**config.mk**
```make
export PLATFORM = sky130hd
export DESIGN_NAME = line_pixel_generator
export DESIGN_NICKNAME = d
export VERILOG_FILES = /design/src/rtl/lpg_pkg.sv /design/src/rtl/lpg_serial_mul.sv /design/src/rtl/lpg_serial_div.sv /design/src/rtl/line_pixel_generator.sv
export SDC_FILE = /design/constraint.sdc
export NUM_CORES = 1
export LEC_CHECK = 0
export BUFFER_PORTS_ARGS = -buffer_cell sky130_fd_sc_hd__buf_2
export CAP_MARGIN = 10
export CORE_MARGIN = 2
export CORE_UTILIZATION = 35
export CTS_BUF_LIST = sky130_fd_sc_hd__clkbuf_8
export CTS_CLUSTER_DIAMETER = 30
export DETAILED_ROUTE_END_ITERATION = 16
export GPL_ROUTABILITY_DRIVEN = 0
export GPL_TIMING_DRIVEN = 0
export PLACE_DENSITY_LB_ADDON = 0.05
export SLEW_MARGIN = 40
export SYNTH_ARGS = -nofsm -noshare
export SYNTH_HDL_FRONTEND = slang
export SYNTH_HIERARCHICAL = 1
export SYNTH_SLANG_ARGS = --single-unit
```
**constraint.sdc**
```tcl
create_clock -name i_clk -period 7.5 [get_ports i_clk]
set_clock_uncertainty 0.1 [all_clocks]
set_input_delay 1.5 -clock i_clk [delete_from_list [all_inputs] [get_ports i_clk]]
set_output_delay 1.5 -clock i_clk [all_outputs]
set_load 0.03 [all_outputs]
```
**src/rtl/lpg_pkg.sv**
```systemverilog
// Shared widths, register indexes and controller states of the line pixel generator.
`timescale 1ns / 1ps

package lpg_pkg;

    // Field widths of coordinates and colour.
    localparam int X_W = 10;
    localparam int Y_W = 9;
    localparam int C_W = 24;

    // Configuration port.
    localparam int CFG_IDX_W  = 3;
    localparam int CFG_DATA_W = C_W;

    localparam logic [CFG_IDX_W-1:0] CFG_START_X   = 3'd0;
    localparam logic [CFG_IDX_W-1:0] CFG_START_Y   = 3'd1;
    localparam logic [CFG_IDX_W-1:0] CFG_END_X     = 3'd2;
    localparam logic [CFG_IDX_W-1:0] CFG_END_Y     = 3'd3;
    localparam logic [CFG_IDX_W-1:0] CFG_PEN_COLOR = 3'd4;

    // Stream payloads, padded to whole bytes.
    localparam int IN_TDATA_W    = 8;
    localparam int OUT_FIELDS_W  = X_W + Y_W + C_W;
    localparam int OUT_TDATA_W   = ((OUT_FIELDS_W + 7) / 8) * 8;

    // Serial arithmetic: product of |dy| and |x offset|, divided by |dx|.
    localparam int PROD_W    = X_W + Y_W;
    localparam int MUL_CNT_W = $clog2(Y_W + 1);
    localparam int DIV_CNT_W = $clog2(PROD_W + 1);

    // Controller states.
    typedef enum logic [1:0] {
        ST_IDLE,
        ST_MUL,
        ST_DIV,
        ST_OUT
    } t_state;

endpackage

```
**src/rtl/lpg_serial_mul.sv**
```systemverilog
// Shift-and-add multiplier that takes one multiplier bit per cycle.
`timescale 1ns / 1ps

module lpg_serial_mul (
    input  logic                       i_clk,
    input  logic                       i_rst_n,
    input  logic                       i_start,
    input  logic [lpg_pkg::X_W-1:0]    i_mcand,
    input  logic [lpg_pkg::Y_W-1:0]    i_mplier,
    output logic                       o_done,
    output logic [lpg_pkg::PROD_W-1:0] o_product
);
    import lpg_pkg::*;

    logic [PROD_W-1:0]    r_acc;
    logic [PROD_W-1:0]    r_mcand;
    logic [Y_W-1:0]       r_mplier;
    logic [MUL_CNT_W-1:0] r_cnt;
    logic                 r_busy;
    logic                 r_done;

    // Sequencing: counts down the multiplier bits, done pulses once at the end.
    always_ff @(posedge i_clk) begin
        if (!i_rst_n) begin
            r_busy <= 1'b0;
            r_done <= 1'b0;
            r_cnt  <= '0;
        end else begin
            r_done <= 1'b0;
            if (i_start) begin
                r_busy <= 1'b1;
                r_cnt  <= MUL_CNT_W'(Y_W);
            end else if (r_busy) begin
                r_cnt <= r_cnt - 1'b1;
                if (r_cnt == MUL_CNT_W'(1)) begin
                    r_busy <= 1'b0;
                    r_done <= 1'b1;
                end
            end
        end
    end

    // Datapath: add the shifted multiplicand whenever the low multiplier bit is set.
    always_ff @(posedge i_clk) begin
        if (i_start) begin
            r_acc    <= '0;
            r_mcand  <= {{(PROD_W-X_W){1'b0}}, i_mcand};
            r_mplier <= i_mplier;
        end else if (r_busy) begin
            if (r_mplier[0]) begin
                r_acc <= r_acc + r_mcand;
            end
            r_mcand  <= {r_mcand[PROD_W-2:0], 1'b0};
            r_mplier <= {1'b0, r_mplier[Y_W-1:1]};
        end
    end

    assign o_done    = r_done;
    assign o_product = r_acc;

endmodule

```
**src/rtl/lpg_serial_div.sv**
```systemverilog
// Restoring divider that produces one quotient bit per cycle.
`timescale 1ns / 1ps

module lpg_serial_div (
    input  logic                       i_clk,
    input  logic                       i_rst_n,
    input  logic                       i_start,
    input  logic [lpg_pkg::PROD_W-1:0] i_dividend,
    input  logic [lpg_pkg::X_W-1:0]    i_divisor,
    output logic                       o_done,
    output logic [lpg_pkg::PROD_W-1:0] o_quotient
);
    import lpg_pkg::*;

    logic [X_W-1:0]       r_rem;
    logic [PROD_W-1:0]    r_quo;
    logic [X_W-1:0]       r_dvs;
    logic [DIV_CNT_W-1:0] r_cnt;
    logic                 r_busy;
    logic                 r_done;

    logic [X_W:0] trial;
    logic [X_W:0] diff;
    logic         fits;

    // Bring down the next dividend bit and try the subtraction.
    always_comb begin
        trial = {r_rem, r_quo[PROD_W-1]};
        diff  = trial - {1'b0, r_dvs};
        fits  = trial >= {1'b0, r_dvs};
    end

    // Sequencing: counts down the quotient bits, done pulses once at the end.
    always_ff @(posedge i_clk) begin
        if (!i_rst_n) begin
            r_busy <= 1'b0;
            r_done <= 1'b0;
            r_cnt  <= '0;
        end else begin
            r_done <= 1'b0;
            if (i_start) begin
                r_busy <= 1'b1;
                r_cnt  <= DIV_CNT_W'(PROD_W);
            end else if (r_busy) begin
                r_cnt <= r_cnt - 1'b1;
                if (r_cnt == DIV_CNT_W'(1)) begin
                    r_busy <= 1'b0;
                    r_done <= 1'b1;
                end
            end
        end
    end

    // Datapath: the dividend shifts out of r_quo as quotient bits shift in.
    always_ff @(posedge i_clk) begin
        if (i_start) begin
            r_rem <= '0;
            r_quo <= i_dividend;
            r_dvs <= i_divisor;
        end else if (r_busy) begin
            r_rem <= fits ? diff[X_W-1:0] : trial[X_W-1:0];
            r_quo <= {r_quo[PROD_W-2:0], fits};
        end
    end

    assign o_done     = r_done;
    assign o_quotient = r_quo;

endmodule

```
**src/rtl/line_pixel_generator.sv**
```systemverilog
// Top level of the line pixel generator: controller, cursor, registers and output stage.
`timescale 1ns / 1ps

// Generates the pixels of a straight line between the configured endpoints, one pixel
// for each accepted input transfer. A transfer with restart set begins the line at its
// first pixel; a transfer with restart clear advances, and gives no pixel when no line
// is active. Lines whose x coordinates differ step x upward over the whole span with
// y = start_y + dy*(x - start_x)/dx, truncated toward zero; vertical lines step y
// upward; tlast marks the final pixel. A pixel on a line with differing x coordinates
// passes in order through the bit-serial multiplier, which works through the bits of
// |dy|, the hand-over of the product, the restoring divider, which forms the quotient
// bits, the fold of the quotient into y and the load of the output register. A
// vertical-line pixel goes from the idle state straight to the output state and from
// there into the output register; an advance with no active line leaves the block
// idle. One item is in work at a time; the next input transfer is taken as soon as the
// pixel sits in the output register, even while that register still waits to be
// taken, and a pixel that cannot enter the output register holds the input off for as
// long as the output stalls. Registers may be written only while the block is idle;
// writes to indexes beyond the pen colour are ignored.
module line_pixel_generator (
    input  logic                            i_clk,
    input  logic                            i_rst_n,
    // Input stream: bit 0 restart, bits 7:1 zero.
    input  logic                            s_axis_tvalid,
    output logic                            s_axis_tready,
    input  logic [lpg_pkg::IN_TDATA_W-1:0]  s_axis_tdata,
    // Output stream: pixel_x [9:0], pixel_y [18:10], pixel_color [42:19], zeros above.
    output logic                            m_axis_tvalid,
    input  logic                            m_axis_tready,
    output logic [lpg_pkg::OUT_TDATA_W-1:0] m_axis_tdata,
    output logic                            m_axis_tlast,
    // Configuration write channel.
    input  logic                            i_cfg_valid,
    output logic                            o_cfg_ready,
    input  logic [lpg_pkg::CFG_IDX_W-1:0]   i_cfg_index,
    input  logic [lpg_pkg::CFG_DATA_W-1:0]  i_cfg_data
);
    import lpg_pkg::*;

    // Configuration registers.
    logic [X_W-1:0] r_start_x;
    logic [Y_W-1:0] r_start_y;
    logic [X_W-1:0] r_end_x;
    logic [Y_W-1:0] r_end_y;
    logic [C_W-1:0] r_pen;

    // Line state and controller.
    t_state         r_state, n_state;
    logic [X_W-1:0] r_cursor;
    logic           r_running;

    // Per-pixel working registers.
    logic [X_W-1:0] r_px;
    logic [Y_W-1:0] r_py;
    logic [Y_W-1:0] r_sy;
    logic [C_W-1:0] r_color;
    logic           r_fin;
    logic           r_neg;
    logic [X_W-1:0] r_dx_mag;

    // Output register.
    logic           r_m_valid;
    logic [X_W-1:0] r_m_x;
    logic [Y_W-1:0] r_m_y;
    logic [C_W-1:0] r_m_color;
    logic           r_m_last;

    // Decode of the accepted item.
    logic           in_xfer;
    logic           restart;
    logic           emits;
    logic           horiz;
    logic [X_W-1:0] ax, bx, lo, hi;
    logic [X_W-1:0] cur_eff;
    logic           fin;
    logic [X_W:0]   off_s, off_n, dx_s, dx_n;
    logic [Y_W:0]   dy_s, dy_n;
    logic [X_W-1:0] off_mag, dx_mag;
    logic [Y_W-1:0] dy_mag;

    // Controller outputs and arithmetic unit handshakes.
    logic              mul_start, mul_done;
    logic              div_start, div_done;
    logic              out_load;
    logic [PROD_W-1:0] product, quotient;
    logic [Y_W-1:0]    q_low, q_term;

    assign in_xfer       = s_axis_tvalid && s_axis_tready;
    assign s_axis_tready = (r_state == ST_IDLE);
    assign o_cfg_ready   = 1'b1;

    // Stepping axis bounds, cursor for this pixel and the signed operands.
    always_comb begin
        restart = s_axis_tdata[0];
        horiz   = (r_start_x != r_end_x);
        ax      = horiz ? r_start_x : {{(X_W-Y_W){1'b0}}, r_start_y};
        bx      = horiz ? r_end_x   : {{(X_W-Y_W){1'b0}}, r_end_y};
        lo      = (ax < bx) ? ax : bx;
        hi      = (ax < bx) ? bx : ax;
        cur_eff = restart ? lo : r_cursor;
        fin     = (cur_eff >= hi);
        emits   = restart || r_running;

        off_s   = {1'b0, cur_eff} - {1'b0, r_start_x};
        off_n   = ~off_s + 1'b1;
        off_mag = off_s[X_W] ? off_n[X_W-1:0] : off_s[X_W-1:0];
        dx_s    = {1'b0, r_end_x} - {1'b0, r_start_x};
        dx_n    = ~dx_s + 1'b1;
        dx_mag  = dx_s[X_W] ? dx_n[X_W-1:0] : dx_s[X_W-1:0];
        dy_s    = {1'b0, r_end_y} - {1'b0, r_start_y};
        dy_n    = ~dy_s + 1'b1;
        dy_mag  = dy_s[Y_W] ? dy_n[Y_W-1:0] : dy_s[Y_W-1:0];
    end

    // Signed quotient folded back into y, modulo the field width.
    always_comb begin
        q_low  = quotient[Y_W-1:0];
        q_term = r_neg ? (~q_low + Y_W'(1)) : q_low;
    end

    // Configuration register writes.
    always_ff @(posedge i_clk) begin
        if (!i_rst_n) begin
            r_start_x <= '0;
            r_start_y <= '0;
            r_end_x   <= '0;
            r_end_y   <= '0;
            r_pen     <= '0;
        end else if (i_cfg_valid && o_cfg_ready) begin
            unique case (i_cfg_index)
                CFG_START_X:   r_start_x <= i_cfg_data[X_W-1:0];
                CFG_START_Y:   r_start_y <= i_cfg_data[Y_W-1:0];
                CFG_END_X:     r_end_x   <= i_cfg_data[X_W-1:0];
                CFG_END_Y:     r_end_y   <= i_cfg_data[Y_W-1:0];
                CFG_PEN_COLOR: r_pen     <= i_cfg_data[C_W-1:0];
                default: ;
            endcase
        end
    end

    // State register.
    always_ff @(posedge i_clk) begin
        if (!i_rst_n) begin
            r_state <= ST_IDLE;
        end else begin
            r_state <= n_state;
        end
    end

    // Next state and unit start pulses.
    always_comb begin
        n_state   = r_state;
        mul_start = 1'b0;
        div_start = 1'b0;
        out_load  = 1'b0;
        unique case (r_state)
            ST_IDLE: begin
                if (in_xfer && emits) begin
                    mul_start = horiz;
                    n_state   = horiz ? ST_MUL : ST_OUT;
                end
            end
            ST_MUL: begin
                if (mul_done) begin
                    div_start = 1'b1;
                    n_state   = ST_DIV;
                end
            end
            ST_DIV: begin
                if (div_done) begin
                    n_state = ST_OUT;
                end
            end
            ST_OUT: begin
                if (!r_m_valid || m_axis_tready) begin
                    out_load = 1'b1;
                    n_state  = ST_IDLE;
                end
            end
            default: n_state = ST_IDLE;
        endcase
    end

    // Cursor and line activity advance on each transfer that yields a pixel.
    always_ff @(posedge i_clk) begin
        if (!i_rst_n) begin
            r_cursor  <= '0;
            r_running <= 1'b0;
        end else if (in_xfer && emits) begin
            r_cursor  <= fin ? cur_eff : cur_eff + 1'b1;
            r_running <= !fin;
        end
    end

    // Capture of the pixel's operands, and of y once the division finishes.
    always_ff @(posedge i_clk) begin
        if (in_xfer && emits) begin
            r_px     <= horiz ? cur_eff : r_start_x;
            r_py     <= cur_eff[Y_W-1:0];
            r_sy     <= r_start_y;
            r_color  <= r_pen;
            r_fin    <= fin;
            r_neg    <= off_s[X_W] ^ dx_s[X_W] ^ dy_s[Y_W];
            r_dx_mag <= dx_mag;
        end else if (div_done) begin
            r_py <= r_sy + q_term;
        end
    end

    // Output register: valid flag.
    always_ff @(posedge i_clk) begin
        if (!i_rst_n) begin
            r_m_valid <= 1'b0;
        end else if (out_load) begin
            r_m_valid <= 1'b1;
        end else if (m_axis_tready) begin
            r_m_valid <= 1'b0;
        end
    end

    // Output register: payload.
    always_ff @(posedge i_clk) begin
        if (out_load) begin
            r_m_x     <= r_px;
            r_m_y     <= r_py;
            r_m_color <= r_color;
            r_m_last  <= r_fin;
        end
    end

    lpg_serial_mul u_mul (
        .i_clk     (i_clk),
        .i_rst_n   (i_rst_n),
        .i_start   (mul_start),
        .i_mcand   (off_mag),
        .i_mplier  (dy_mag),
        .o_done    (mul_done),
        .o_product (product)
    );

    lpg_serial_div u_div (
        .i_clk      (i_clk),
        .i_rst_n    (i_rst_n),
        .i_start    (div_start),
        .i_dividend (product),
        .i_divisor  (r_dx_mag),
        .o_done     (div_done),
        .o_quotient (quotient)
    );

    assign m_axis_tvalid = r_m_valid;
    assign m_axis_tlast  = r_m_last;
    assign m_axis_tdata  = {{(OUT_TDATA_W-OUT_FIELDS_W){1'b0}}, r_m_color, r_m_y, r_m_x};

endmodule

```
Word level (Yosys, flattened, before mapping). Index checks and enable logic that the tools add are counted.

Flip-flop bits (word level): 283. Input bits: 40. Output and inout port bits: 52. Word-level logic and storage cells: 143.

$add $sub $neg: 13. Order comparisons: 3. Eq/ne operators: 14. Muxes and demuxes: 46. Bitwise operators: 9. Reductions and logical operators: 23.

Operators by type and width (count): $mux 10 (12); $mux 9 (6); $mux 19 (2); $add 10x1->10 const B (3); $sub 10x10->11 (2); $not 10->10 (2); $add 19x19->19 (1); $add 9x1->9 const B (2); $not 9->9 (2); $mux 1 (16); $reduce_and 2->1 (6); $ge 11x10->1 (1); $ge 10x10->1 (1); $lt 10x10->1 (1); $mux 2 (5); $mux 5 (2); $ne 10x10->1 (1); $sub 10x10->10 (1); $sub 9x9->10 (1); $add 9x9->9 (1); $mux 4 (2); $pmux 2 s4 (1); $reduce_bool 2->1 (4); $eq 3x2->1 const B (2); 20 further kinds (31).

Depth between registers and ports, before layout.
Word-level depth: 10. Depth in mapped cells: 33. Mapped depth without buffers: 30.

Modules after synthesis. Netlist, hierarchy kept.

Modules (own cells, without submodules): line_pixel_generator (times used 1, cells each 1017, area each 9771.9 sq um, sequential area each 4764.6 sq um); lpg_serial_mul (times used 1, cells each 296, area each 2925.3 sq um, sequential area each 1251.2 sq um); lpg_serial_div (times used 1, cells each 199, area each 2337.2 sq um, sequential area each 1211.2 sq um).

Least setup slack after synthesis. OpenSTA, ideal clock, no wires.

Path kind: reg-to-reg. Start point: register r_start_x[9]. End point: register u_mul.r_mcand[4], data pin. Library setup time: 260 ps. Data arrival time: 6396 ps. Setup slack: 744 ps. Stages on the path, launching flop included: 31. Path buffers: 3. Path through: dfxtp_1 > inv_1 > ha_1 > nand2_2 > nor3_2 > buf_2 > mux2i_1 > inv_1 > ha_1 > a21o_1 > o41a_1 > a21oi_1 > o21ai_1 > a2111oi_0 > a311o_1 > buf_6 > ha_1 > inv_1 > fa_1 > nand2_1 > nand2_1 > a21oi_1 > o21bai_1 > a21oi_1 > o21ai_0 > a21o_1 > a21oi_1 > clkbuf_1 > o21ai_0 > xnor2_1 > mux2_2.

Word-level cells in the longest chain between the ends: 10. Elaborated cells on any way between the ends: 13. Those cells by class: add/sub (2); order compare (1); eq/ne (1); mux (8); bitwise (1).

RTL lines: start, declared (RTL line line_pixel_generator.sv:41) `logic [X_W-1:0] r_start_x;`; start signal, assigned (RTL line line_pixel_generator.sv:131) `CFG_START_X: r_start_x <= i_cfg_data[X_W-1:0];`; $ne 10x10->1 (RTL line line_pixel_generator.sv:95) `horiz = (r_start_x != r_end_x);`; $mux 10 (on tied branches) (RTL line line_pixel_generator.sv:96, line_pixel_generator.sv:97); $lt 10x10->1 (RTL line line_pixel_generator.sv:98) `lo = (ax < bx) ? ax : bx;`; $mux 10 (RTL line line_pixel_generator.sv:98); $mux 10 (RTL line line_pixel_generator.sv:100) `cur_eff = restart ? lo : r_cursor;`; $sub 10x10->11 (*) (RTL line line_pixel_generator.sv:104) `off_s = {1'b0, cur_eff} - {1'b0, r_start_x};`; $not 10->10 (RTL line line_pixel_generator.sv:105) `off_n = ~off_s + 1'b1;`; $add 10x1->10 (RTL line line_pixel_generator.sv:105); $mux 10 (*) (RTL line line_pixel_generator.sv:106) `off_mag = off_s[X_W] ? off_n[X_W-1:0] : off_s[X_W-1:0];`; net off_mag[4] (RTL line line_pixel_generator.sv:78) `logic [X_W-1:0] off_mag, dx_mag;`; $mux 10 (*) (RTL line lpg_serial_mul.sv:45) `if (i_start) begin`; end signal, assigned (RTL line lpg_serial_mul.sv:47) `r_mcand <= {{(PROD_W-X_W){1'b0}}, i_mcand};`; end signal, assigned (RTL line lpg_serial_mul.sv:53) `r_mcand <= {r_mcand[PROD_W-2:0], 1'b0};`; end, declared (RTL line lpg_serial_mul.sv:16) `logic [PROD_W-1:0] r_mcand;`.

Mark *: on every way through the listed nets, which the timed path passes. The rest lies on a longest branch. A chain may end at the register's enable or synchronous reset.

Worst setup path in the final report.
Start point: register r_start_x[0]. End point: register u_mul.r_mcand[8], data pin.

Same word-level chain as after synthesis.

==> results.sh <==
export IMPL_critPathCaptureType="register"
export IMPL_r2r_start="r_start_x[0]"
export IMPL_flow_area_growth_from_synthesis_pct=20.29
export IMPL_tritoncts_clock_tree="done"
export IMPL_layout_common_cells="nand2_1, edfxtp_1, a21oi_1, dfxtp_1, inv_1"
export IMPL_max_slew_margin_rel_pct=45.77
export IMPL_die_height_um=211.3
export IMPL_slowest_stage="or4_1"
export IMPL_cts_max_level=3
export IMPL_io_pins=92
export IMPL_route_detailed_vias_per_inst=5.056
export IMPL_fmaxAchievable_mhz=139.5
export IMPL_route_detailed_drc=0
export IMPL_clock_sinks=283
export IMPL_netlist_area_leader_share_pct=31.16
export IMPL_min_period_ps=7167
export IMPL_antenna_found_initial=1
export IMPL_fin_nets=1821
export IMPL_design_core_area_mm2=0.04213
export IMPL_worst_hold_path_num_cells=0
export IMPL_timing_critical_path_slowest_cell_delay_ps=760
export IMPL_drt_wl_total_mm=42.55
export IMPL_async_flop_share_pct=0
export IMPL_ctsRootBufferMaster="clkbuf_8"
export IMPL_grt_max_degree=35
export IMPL_grt_overflow_total=0
export IMPL_source_to_sink_clock_delay_at_the_later_pin_of_the_worst_skew_pair_ps=650
export IMPL_hold_violations=0
export IMPL_clk_transition_reported_paths_ps=50
export IMPL_period_share_pct=95.56
export IMPL_synth_enable_flop_cells=156
export IMPL_detail_route_antenna_nets=0
export IMPL_crit_family="simple AND/OR/NAND/NOR gates"
export IMPL_initial_core_util_pct=35.68
export IMPL_power_total_mw=5.979
export IMPL_fp_dieW_um=211.3
export IMPL_dr_pass1_iters=5
export IMPL_synth_top_cells_by_area="edfxtp_1, dfxtp_1, ha_1"
export IMPL_dieArea_mm2=0.04463
export IMPL_timing_rr_end="u_mul/r_mcand[8]"
export IMPL_netlist_top_cell_by_area="edfxtp_1"
export IMPL_worstPathMaxFanout=10
export IMPL_setup_worst_path_start_class="register"
export IMPL_synth_warnings=6
export IMPL_portBuffers=77
export IMPL_final_common_cell="nand2_1"
export IMPL_maxCapViolations=0
export IMPL_cts_made_buffers=78
export IMPL_synthFlopType="edfxtp_1"
export IMPL_hold_class="register to register"
export IMPL_antenna_cells_inserted=0
export IMPL_power_static_leakage_nw=7.174
export IMPL_detailedPlacementHpwl_mm=31.53
export IMPL_timing_reg2reg_worst_path_depth=26
export IMPL_floorplan_rows=75
export IMPL_detail_route_iter0_violations=809
export IMPL_timing_hold_worst_start="r_py[5]"
export IMPL_drive_gt1_share_pct=18.97
export IMPL_num_vias=11550
export IMPL_synth_seq_cells=283
export IMPL_result_of_the_run="complete, no violations"
export IMPL_first_pass_grt_wire_length_mm=65.94
export IMPL_p_per_area_mw_per_mm2=330.6
export IMPL_layout_core_utilization_pct=42.92
export IMPL_worst_ir_drop_vdd_mv=0.1525
export IMPL_synthesis_instances=1512
export IMPL_final_max_slew_viols=0
export IMPL_timing_critical_path_arrival_ps=7460
export IMPL_critPathRequiredTime_ps=7790
export IMPL_hold_endpoint="r_m_y[5]"
export IMPL_timing_reg2reg_setup_slack_ps=330
export IMPL_worst_slew_pin_slew_ps=813.5
export IMPL_finalSetupViolCount=0
export IMPL_worstSetupPathType="register to register"
export IMPL_worst_path_buffer_plus_inverter_count=4
export IMPL_grt_use_total_pct=19.59
export IMPL_synth_area_per_cell_um2=9.943
export IMPL_mappedNetlistArea_mm2=0.01503
export IMPL_synth_lib_cells_used_distinct=89
export IMPL_seq_area_frac_synth_pct=48.07
export IMPL_routed_wire_length_per_instance_um=18.63
export IMPL_vias_in_the_first_global_route=11390
export IMPL_clock_tree_buffer_depth=3
==> sequential cells by signal, summed over array words and instances, names as in the netlist, 10 cells and up <==
name              flops
r_start_x            10
r_m_color            24
r_dx_mag             10
u_div/r_dvs          10
r_m_x                10
u_mul/o_product      19
r_px                 10
r_end_x              10
r_cursor             10
u_div/o_quotient     19
r_color              24
r_pen                24
u_mul/r_mcand        19
u_div/r_rem          10
==> worst max path at each step <==
stage                             from               end  slack [ps]  cells past startpoint
final                     r_start_x[0]  u_mul/r_mcand[8]         330                     26
after global routing      r_start_x[9]  u_mul/r_mcand[8]          -6                     27
after CTS                 r_start_x[5]  u_mul/r_mcand[9]          20                     33
after detailed placement  r_start_x[9]  u_mul/r_mcand[4]        -820                     30
after global placement      r_end_x[0]  u_mul/r_mcand[9]        -860                     30
after floorplan           r_start_x[9]  u_mul/r_mcand[4]         740                     30
==> area by class of cell <==
type,count,area (µm²)
plain buffers,62,311.5
well taps,539,674.4
fillers,4140,24050
repair buffers,84,478.0
clock inverters,54,400.4
inverters,98,371.6
clock buffers,92,1266
multi-input cells,1072,7346
flip-flops and latches,283,7237
==> kinds of logic after synthesis <==
kind of cell	after synthesis	share of synthesized area, %
DFF	283	48.07
muxes	69	4.968
xor gates and xnor gates	87	5.068
other	2	0.04995
and+or+nand+nor	478	14.55
AOI/OAI and AO/OA	330	14.11
buffers and inverters	161	4.402
adders and majority gates	102	8.788
==> cell usage after synthesis (5+ instances only) <==
library cell / number
mux2i_1: 30
xor2_1: 24
o21ai_0: 41
a21boi_0: 7
o22ai_1: 5
or3_1: 12
xnor2_1: 63
nor4_1: 7
nand2_1: 243
nor2b_1: 19
mux2_2: 37
edfxtp_1: 156
a211oi_1: 16
or4_1: 6
nand2b_1: 12
o21a_1: 10
o21bai_1: 12
a21o_1: 23
nor3_1: 16
and2_1: 9
o31ai_1: 10
dfxtp_1: 127
inv_1: 97
a31oi_1: 12
nand4_1: 5
ha_1: 96
clkbuf_1: 45
nor2_1: 90
fa_1: 6
a21oi_1: 143
nand3_1: 27
buf_4: 6
==> power breakdown <==
| part | internal, mW | total (mW) | switching, mW |
|---|---|---|---|
| Clock | 1.27 | 2.09 | 0.825 |
| Combinational | 0.725 | 1.81 | 1.08 |
| Sequential | 1.93 | 2.08 | 0.144 |
| Total | 3.93 | 5.98 | 2.05 |
==> metal layers <==
layer  GRT usage [%]  up-vias  share of wire (%)
met5               0        -                  0
met4           6.799        0                2.6
met3           4.713       71                4.9
met2           30.64      278                 45
met1           26.49     5488                 48
li1                -     5711                  -
==> per-stage QoR <==
stage / TNS (ps) / hold WS [ps] / worst slack [ps] / cells / instance area (µm²)
after floorplan: 0 / 300.3 / 744.3 / 1516 / 15050
after global placement: -12280 / 301.8 / -856.9 / 2132 / 16110
after detailed placement: -7236 / 304.5 / -819.5 / 2135 / 16190
after CTS: 0 / 298.9 / 18.38 / 2282 / 17920
after global routing: -6.136 / 311.6 / -6.136 / 2284 / 18080
final: 0 / 308.4 / 333.3 / 2284 / 18080
==> what timing repair did <==
item / CTS / global route
cloned: 0 / 0
resized for setup: 16 / 36
pin swaps: 1 / 0
hold buffers: 0 / 0
buffers inserted: 1 / 3
endpoints found under the setup margin: 16 / 16
No activity file was read; power rests on OpenSTA's default activity.
